File: config.mk
export PLATFORM = sky130hd
export DESIGN_NAME = pba_ram
export DESIGN_NICKNAME = d
export VERILOG_FILES = /design/src/hdl/pba_ram.sv
export SDC_FILE = /design/constraint.sdc
export NUM_CORES = 1
export LEC_CHECK = 0
export BUFFER_PORTS_ARGS = -buffer_cell sky130_fd_sc_hd__buf_2
export CAP_MARGIN = 40
export CORE_ASPECT_RATIO = 0.8
export CORE_UTILIZATION = 45
export DETAILED_ROUTE_END_ITERATION = 10
export PLACE_DENSITY = 0.72
export SYNTH_ARGS = -nofsm -noshare
export SYNTH_HDL_FRONTEND = slang
export SYNTH_SLANG_ARGS = --single-unit
File: constraint.sdc
create_clock -name clock -period 1.7 [get_ports clock]
set_input_delay 0.255 -clock clock [delete_from_list [all_inputs] [get_ports clock]]
set_output_delay 0.255 -clock clock [all_outputs]
set_load 0.01 [all_outputs]
File: src/hdl/pba_ram.sv
// ----------------------------------------------------------------------------
// Generic RAM
// One write port and one read port, read data registered.
// ----------------------------------------------------------------------------
module pba_ram #(
   parameter int WIDTH = 8,
   parameter int DEPTH = 16
) (
   input  logic                     clock,
   input  logic                     write_enable,
   input  logic [$clog2(DEPTH)-1:0] write_address,
   input  logic [WIDTH-1:0]         write_data,
   input  logic [$clog2(DEPTH)-1:0] read_address,
   output logic [WIDTH-1:0]         read_data
);

   logic [WIDTH-1:0] mem_ff [DEPTH];
   logic [WIDTH-1:0] read_data_ff;

   always_ff @(posedge clock) begin
      if (write_enable) begin
         mem_ff[write_address] <= write_data;
      end
      read_data_ff <= mem_ff[read_address];
   end

   assign read_data = read_data_ff;

endmodule

# After elaboration in Yosys (flattened, before gate mapping)

Memory sizes are Yosys's and may differ from the RTL's. A register that Yosys moved wholly into a read port is not among the register bits.
Index checks and enable logic that the tools add are counted.
Widths: inputs -> output; s select.

Equality and inequality tests: 0
Bitwise operators: 0
Shift operators: 0
Divide/modulo/power cells: 0
$lt $le $gt $ge: 0
Reduce and logical (&&, ||, !) cells: 0
Add/sub/neg operators: 0
Mux-type cells: 2
Multipliers: 0

Operator list:

| cell   | number |
|---|---|
| $mux 1 | 2 |

Output and inout port bits: 8
Input port bits: 18
Flip-flop bits (word level): 0
Word-level logic and storage cells: 3
Memories kept: 1
Bits in latches: 0
RAM bits: 128
Memory bits (read-only): 0

Memories:

| name   | words | bits a word | rd ports | clocked after Yosys merged registers in | wr ports | RTL line | source |
|---|---|---|---|---|---|---|---|
| mem_ff | 16    | 8           | 1        | 1                                       | 1        | 17       | `logic [WIDTH-1:0] mem_ff [DEPTH];` |

# Depth between registers and ports, before layout

Gate-level depths: netlist (run 1).

Depth in word-level cells: 2
Mapped depth: 5
Depth with buffers taken out: 3

# Worst setup path after synthesis (run 1)

No wires, ideal clock.

Kind: input -> register
Start point: input port write_address[2]
End point: memory mem_ff[0][0] (enable)
Setup slack: -0.048 ns
Path buffers: 0
Data arrival time: 1.365 ns
Data required time: 1.317 ns
Cell stages on the path: 2
Setup time: 0.383 ns
Cell sequence: or3b_2 -> nor3_1

RTL lines:

| what        | RTL line | source |
|---|---|---|
| from (decl) | 11       | `input logic [$clog2(DEPTH)-1:0] write_address,` |
| to (decl)   | 17       |  |

No word-level cell before the write port.

==> impl_metrics.tcl, run 1 <==
set metrics [dict create \
    fin_tns_setup_ps 0 \
    syn_area_per_cell_sq_um 22.48 \
    dp_slack_ps 11.08 \
    first_pass_iters 4 \
    grtUsageMet1_pct 26.31 \
    hp-class "in2reg" \
    ys_types 19 \
    crit_cells 3 \
    status "completed" \
    crit_required_ps 1990 \
    max_stage_delay_ps 480 \
    rsz0062_at_grt "no" \
    core-area_sq_mm 0.01102 \
    clk_pin_slew_ps 50 \
    n_fill_cell 847 \
    use_met2_pct 25.09 \
    worstPathCellList "mux4_2 > a22oi_1 > nand2_1" \
    yosysMostFrequentCell "edfxtp_1" \
    synth_common_cells "edfxtp_1, mux4_2, a22oi_1" \
    dp_cells 410 \
    min_period_over_period_pct 77.66 \
    p_per_area_mw_per_mm2 1205 \
    clock-sinks 136 \
    root_buffer "clkbuf_16" \
    area_growth_pct 17.87 \
    path_delay_family "multiplexers" \
    placed_cell_area_sq_mm 0.005562 \
    fin_skew_ps 6.525 \
    die_w_microns 121.6 \
    multi_input_area_sq_mm 0.001062 \
    finalSetupViolations 0 \
    grt_max_degree 21 \
    synth_area_sq_mm 0.005147 \
    hold_buffers 0 \
    yosysTopAreaCellShare_pct 74.67 \
    syn_nets 247 \
    finalHoldViolCount 0 \
    seqCellArea_sq_mm 0.004004 \
    place.gp.congestion 0.7578 \
    yosys.area.top_type "edfxtp_1" \
    grt_pass1_wl_microns 14540 \
    arrival_ps 1610 \
    path_buf_inv 0 \
    ys_seq_elements 136 \
    finalNonFillerCells 441 \
    cts_setup_buffers 0 \
    wirelength_microns 9492 \
    design_area_sq_mm 0.006067 \
    cts_resized 0 \
    grt_usage_pct 17.77 \
    irDropWorstVdd_mv 0.6732 \
    clock_latency_ps 410 \
    io_pins 26 \
    cts_tree "done" \
    io_buffers 25 \
    nets 303 \
    synth.area.top_cells "edfxtp_1, mux4_2, mux4_1, dfxtp_1, a22oi_1" \
    criticalPathCategory "reg2reg" \
    dp_hpwl_microns 5945 \
    yosysWarningCount 0 \
    tightestPinTransition_ps 730.1 \
    min_period_ps 1320 \
    relSlewSlack_pct 51.23 \
    die_h_microns 97.66 \
    syn_inst 229 \
    critPathSlowestCell "mux4_2" \
    initial_utilization_pct 46.72 \
    ant_nets 0 \
    yosys_most_used_dff "edfxtp_1" \
    end_kind "flip-flop" \
    antenna_cells 0 \
    cp-start-kind "flip-flop" \
    clk_path_buf_depth 2 \
    cts_max_level 4 \
    drive_above_1_share_pct 28.96 \
    ys_seq_area_share_pct 77.78 \
    hold_depth 1 \
    maxSlewViolCount 0 \
    cts_buffers 17 \
    setup_slack_ps 379.8 \
    rows 34 \
    fmax_mhz 757.5 \
    vias 2421 \
    antenna_found_initial 0 \
    max_cap_violations 0 \
    synth_enable_flop_cells 128 \
    overflow 0 \
    power_mw 7.313 \
    dieArea_sq_mm 0.01187 \
    final_core_util_pct 55.06 \
    grt_pass1_vias 2521 \
    met3_usage_pct 4.636 \
    r2r_cells 3 \
    vias_per_cell 5.490 \
    dr.first_iter.drc_count 273 \
    grt-busiest-layer "met1" \
    worstPathMaxFanout 1 \
    holdWs_ps 232.7 \
    wl_per_cell_microns 21.52 \
    drc_errors 0 \
    p_leak_nw 2.064 \
    async_flop_share_pct 0 \
]
[worst paths after layout]
check                                    from            to  slack (ps)
worst max-delay path            mem_ff[11][7]  read_data[7]         380
worst min-delay path            write_data[3]  mem_ff[9][3]         230
worst max register to register  mem_ff[11][7]  read_data[7]         380
worst min register to register  mem_ff[11][3]  read_data[3]         670
[report_power, final]
group | switching (mW) | total [mW] | internal, mW
Combinational | 0.194 | 0.350 | 0.155
Clock | 1.21 | 3.19 | 1.97
Sequential | 0.0250 | 3.78 | 3.75
Total | 1.43 | 7.31 | 5.88
[cell type report]
cell class              count  share of cell area, %
flip-flops and latches    136                  65.99
clock buffers              24                  7.445
multi-input cells          83                  17.51
repair buffers             47                  5.197
clock inverters             7                 0.8868
well taps                 144                  2.970
[worst reg2reg max path, stage by stage, from the launching register on]
cell and delay (ps):
edfxtp_1 370, mux4_2 480, a22oi_1 280, nand2_1 80
[registers in the layout, indices dropped and copies added (netlist names)]
signal,flops
read_data,8
mem_ff,128
[layout by cell type (no fill, tap or decap), drive strengths merged]
| cell type | count |
|---|---|
| clkbuf | 24 |
| or3b | 1 |
| clkinv | 6 |
| dfxtp | 8 |
| nand2 | 9 |
| nor2b | 1 |
| bufinv | 1 |
| and2 | 1 |
| nand3 | 1 |
| nor2 | 13 |
| nor3 | 4 |
| buf | 47 |
| nand3b | 2 |
| and2b | 1 |
| a22oi | 16 |
| edfxtp | 128 |
| nand2b | 2 |
| mux4 | 32 |
[logic make-up after synthesis]
family	Yosys count	synth area share (%)
AND/OR/NAND/NOR	35	3.184
buffers and inverters	10	1.677
flip-flops	136	77.78
AO/OA/AOI/OAI	16	2.334
multiplexers	32	15.02
[metal layers]
| metal | wire [microns] | vias up |
|---|---|---|
| met2 | 4370 | 74 |
| met5 | 0 | - |
| li1 | - | 1083 |
| met3 | 575 | 6 |
| met1 | 4453 | 1258 |
| met4 | 92 | 0 |
(Power assumes the default switching activity.)
==> run 2: changes to the inputs <==
==> constraint.sdc (replaced) <==
create_clock -name clock -period 1.2 [get_ports clock]
set_input_delay 0.18 -clock clock [delete_from_list [all_inputs] [get_ports clock]]
set_output_delay 0.18 -clock clock [all_outputs]
set_load 0.01 [all_outputs]
==> impl_metrics.tcl, run 2 (synthesis gave the netlist of run 1 again) <==
set metrics [dict create \
    clock-sinks 136 \
    irDropWorstVdd_mv 1.198 \
    vias 2435 \
    status "complete, but fails checks" \
    drive_above_1_share_pct 44.30 \
    antenna_cells 0 \
    core-area_sq_mm 0.01102 \
    worstPathMaxFanout 1 \
    grt_usage_pct 18.37 \
    relSlewSlack_pct 32.32 \
    min_period_over_period_pct 105.8 \
    grt_pass1_wl_microns 15120 \
    dp_hpwl_microns 6022 \
    cts_setup_buffers 0 \
    first_pass_iters 4 \
    p_per_area_mw_per_mm2 1742 \
    violations "setup timing" \
    cts_max_level 4 \
    cp-start-kind "flip-flop" \
    fin_skew_ps 8.596 \
    maxSlewViolCount 0 \
    top_register "mem_ff" \
    die_h_microns 97.66 \
    place.gp.congestion 0.7530 \
    overflow 0 \
    wl_met3_microns 736 \
    drc_errors 0 \
    clock_latency_ps 400 \
    ant_nets 0 \
    clk_path_buf_depth 2 \
    setup_slack_ps -69.29 \
    rsz0062_at_grt "yes" \
    finalSetupViolations 7 \
    wl_met2_microns 4887 \
    fmax_mhz 787.8 \
    wl_met1_microns 4040 \
    crit_required_ps 1480 \
    finalHoldViolCount 0 \
    critPathSlowestCell "mux4_2" \
    wirelength_microns 9716 \
    rows 34 \
    p_leak_nw 2.137 \
    clk_pin_slew_ps 60 \
    layout_common_cells "edfxtp_1, mux4_2, buf_2" \
    tightestPinTransition_ps 1013 \
    arrival_ps 1540 \
    root_buffer "clkbuf_16" \
    cts_tree "done" \
    die_w_microns 121.6 \
    max_cap_violations 0 \
    wl_per_cell_microns 21.54 \
    largest_reg_flops 128 \
    end_kind "flip-flop" \
    io_buffers 25 \
    multi_input_area_sq_mm 0.001111 \
    area_growth_pct 23.63 \
    dieArea_sq_mm 0.01187 \
    top_layer "met4" \
    placed_cell_area_sq_mm 0.005714 \
    nets 312 \
    grt_max_degree 29 \
    cts_buffers 17 \
    fin_tns_setup_ps -266.5 \
    design_area_sq_mm 0.006364 \
    worstPathCellList "mux4_2 > a22oi_2 > nand2_1" \
    grt_pass1_vias 2606 \
    antenna_found_initial 0 \
    hp-class "in2reg" \
    holdWs_ps 164.9 \
    max_stage_delay_ps 470 \
    final_common_cell "edfxtp_1" \
    criticalPathCategory "reg2reg" \
    initial_utilization_pct 46.72 \
    n_fill_cell 783 \
    min_period_ps 1269 \
    seqCellArea_sq_mm 0.004004 \
    dr.first_iter.drc_count 260 \
    io_pins 26 \
    vias_per_cell 5.399 \
]
run 2: changes by cell type in the layout (fill, tap and decap cells not counted), sizes merged:
cell	delta
clkbuf	-4
clkinv	+1
buf	+9
inv	+1
bufinv	+2
clkinvlp	+1
run 2: final timing paths:
check | startpoint | end | slack [ps] | depth (start not counted)
hold / removal | write_data[1] | mem_ff[9][1] | 160 | 1
hold reg to reg | mem_ff[12][5] | read_data[5] | 680 | 3
setup / recovery | mem_ff[9][6] | read_data[6] | -70 | 3
setup reg to reg | mem_ff[9][6] | read_data[6] | -70 | 3
run 2: per-layer routing:
metal | vias to the layer above | global-route usage (%)
li1 | 1089 | -
met1 | 1264 | 24.72
met2 | 77 | 28.06
met3 | 5 | 5.810
met4 | 0 | 6.743
met5 | - | 0
run 2: worst max-delay path: cells and delay by family, from the launching register on:
family | cells | cell delay [ps]
compound gates | 1 | 200
flops | 1 | 380
mux | 1 | 470
simple gates | 1 | 90
run 2: final cells by class:
| class | count | share of cell area, % |
|---|---|---|
| clock buffers | 20 | 7.019 |
| clock inverters | 12 | 2.379 |
| multi-input cells | 83 | 17.46 |
| flip-flops and latches | 136 | 62.92 |
| well taps | 144 | 2.831 |
| repair buffers | 56 | 7.393 |
run 2: repair_timing:
action | 4_1_cts | 5_1_grt
resized for setup | 7 | 5
pin swaps | 2 | 5
setup endpoints to repair | 8 | 8
hold buffers | 0 | 0
run 2: power by group:
group	switching (mW)	internal (mW)	total (mW)
clock network	1.84	3.32	5.15
logic	0.316	0.271	0.587
registers	0.0310	5.31	5.34
run 2: through the flow:
step           util, %  setup slack, ps  power (mW)  instances
6_report         57.76           -69.29       11.09        451
5_1_grt          57.76           -106.4       11.40        451
4_1_cts          57.53           -77.71       11.16        451
3_5_place_dp     51.86           -391.8       6.004        419
3_3_place_gp     51.86           -369.3       5.986        419
2_1_floorplan        -           -113.1       5.750        229
==> run 3: changes to the inputs <==
--- a/config.mk
+++ b/config.mk
@@ -8,9 +8,9 @@
 export BUFFER_PORTS_ARGS = -buffer_cell sky130_fd_sc_hd__buf_2
 export CAP_MARGIN = 40
 export CORE_ASPECT_RATIO = 0.8
-export CORE_UTILIZATION = 45
+export CORE_UTILIZATION = 39
 export DETAILED_ROUTE_END_ITERATION = 10
-export PLACE_DENSITY = 0.72
+export PLACE_DENSITY = 0.65
 export SYNTH_ARGS = -nofsm -noshare
 export SYNTH_HDL_FRONTEND = slang
 export SYNTH_SLANG_ARGS = --single-unit
==> impl_metrics.tcl, run 3 (synthesis gave the netlist of run 1 again) <==
set metrics [dict create \
    top_register "mem_ff" \
    fin_skew_ps 8.073 \
    rows 37 \
    nets 313 \
    fin_tns_setup_ps -80.18 \
    dp_hpwl_microns 6423 \
    wirelength_microns 9739 \
    setup_slack_ps -44.59 \
    clk_pin_slew_ps 60 \
    dieArea_sq_mm 0.01366 \
    grt_pass1_wl_microns 15170 \
    io_buffers 25 \
    grt_usage_pct 16.26 \
    root_buffer "clkbuf_16" \
    layout_common_cells "edfxtp_1, mux4_2, buf_2" \
    grt_max_degree 24 \
    finalSetupViolations 4 \
    rsz0062_at_grt "yes" \
    min_period_ps 1245 \
    status "complete, but fails checks" \
    largest_reg_flops 128 \
    grt_pass1_vias 2650 \
    drc_errors 0 \
    io_pins 26 \
    worstPathMaxFanout 1 \
    fmax_mhz 803.5 \
    relSlewSlack_pct 35.92 \
    clock-sinks 136 \
    area_growth_pct 25.01 \
    die_h_microns 104.8 \
    irDropWorstVdd_mv 1.182 \
    p_leak_nw 2.143 \
    cts_max_level 4 \
    clock_latency_ps 410 \
    overflow 0 \
    end_kind "flip-flop" \
    violations "setup timing" \
    max_cap_violations 0 \
    vias_per_cell 5.064 \
    power_mw 11.37 \
    maxSlewViolCount 0 \
    holdWs_ps 151.7 \
    criticalPathCategory "reg2reg" \
    cts_setup_buffers 0 \
    cp-start-kind "flip-flop" \
    finalHoldViolCount 0 \
    cts_tree "done" \
    wl_per_cell_microns 20.08 \
    dr.first_iter.drc_count 148 \
    arrival_ps 1540 \
    antenna_found_initial 1 \
    tightestPinTransition_ps 957.6 \
    ant_nets 0 \
    cts_buffers 17 \
    first_pass_iters 4 \
    die_w_microns 130.4 \
    min_period_over_period_pct 103.7 \
    core-area_sq_mm 0.01287 \
    crit_required_ps 1500 \
    vias 2456 \
    place.gp.congestion 0.7241 \
    p_per_area_mw_per_mm2 1767 \
    hp-class "in2reg" \
    final_common_cell "edfxtp_1" \
    initial_utilization_pct 40.00 \
    clk_path_buf_depth 2 \
    drive_above_1_share_pct 44.81 \
]
run 3: changes by cell type in the layout (fill, tap and decap cells not counted):
cell | before | now
clkinvlp_4 | 1 | 3
diode_2 | 0 | 2
inv_6 | 1 | 0
clkinv_4 | 3 | 2
clkbuf_8 | 1 | 2
bufinv_16 | 3 | 4
buf_4 | 22 | 24
clkbuf_1 | 2 | 1
clkinv_2 | 3 | 2
buf_12 | 9 | 8
run 3: worst paths after layout:
kind | from | to | slack (ps) | cells past startpoint
max | mem_ff[11][2] | read_data[2] | -40 | 3
min | write_data[7] | mem_ff[12][7] | 150 | 1
max reg2reg | mem_ff[11][2] | read_data[2] | -40 | 3
min reg2reg | mem_ff[14][0] | read_data[0] | 670 | 3
run 3: worst max-delay path: stages, from the launching register on:
cell	delay [ps]
edfxtp_1	360
mux4_2	500
a22oi_2	190
nand2_1	70
run 3: timing repair:
action,4_1_cts,5_1_grt
gates resized for setup,7,5
cloned,0,0
hold buffers,0,0
pin swaps,2,1
setup endpoints to repair,7,8
run 3: through the flow:
step                      setup WS (ps)  cells  util (%)  instance area [sq um]
after global placement           -328.9    450     44.60                   5741
after detailed placement         -337.7    451     44.66                   5748
after floorplan                  -113.1    229         -                   5184
after CTS                        -51.03    483     49.77                   6405
final                            -44.59    485     50.00                   6435
after global routing             -98.58    483     49.96                   6430
run 3: layer usage:
metal  track usage [%]  wire length, microns  vias up
met5                 0                     0        -
li1                  -                     -     1096
met2             22.57                  4439       65
met3             5.786                   638       13
met1             22.97                  4500     1282
met4             7.143                   161        0
run 3: where the power goes:
part	total (mW)	leakage [nW]	switching, mW	internal (mW)
sequential	5.35	1.22	0.0341	5.31
combinational	0.585	0.620	0.312	0.273
clock	5.44	0.300	1.87	3.57
run 3: area by class of cell:
type                    instances  area [sq um]
diodes                          2         5.005
flip-flops and latches        136          4004
well taps                     175         219.0
clock buffers                  20         456.7
fillers                      1069          6435
clock inverters                12         173.9
multi-input cells              83          1111
repair buffers                 57         465.4
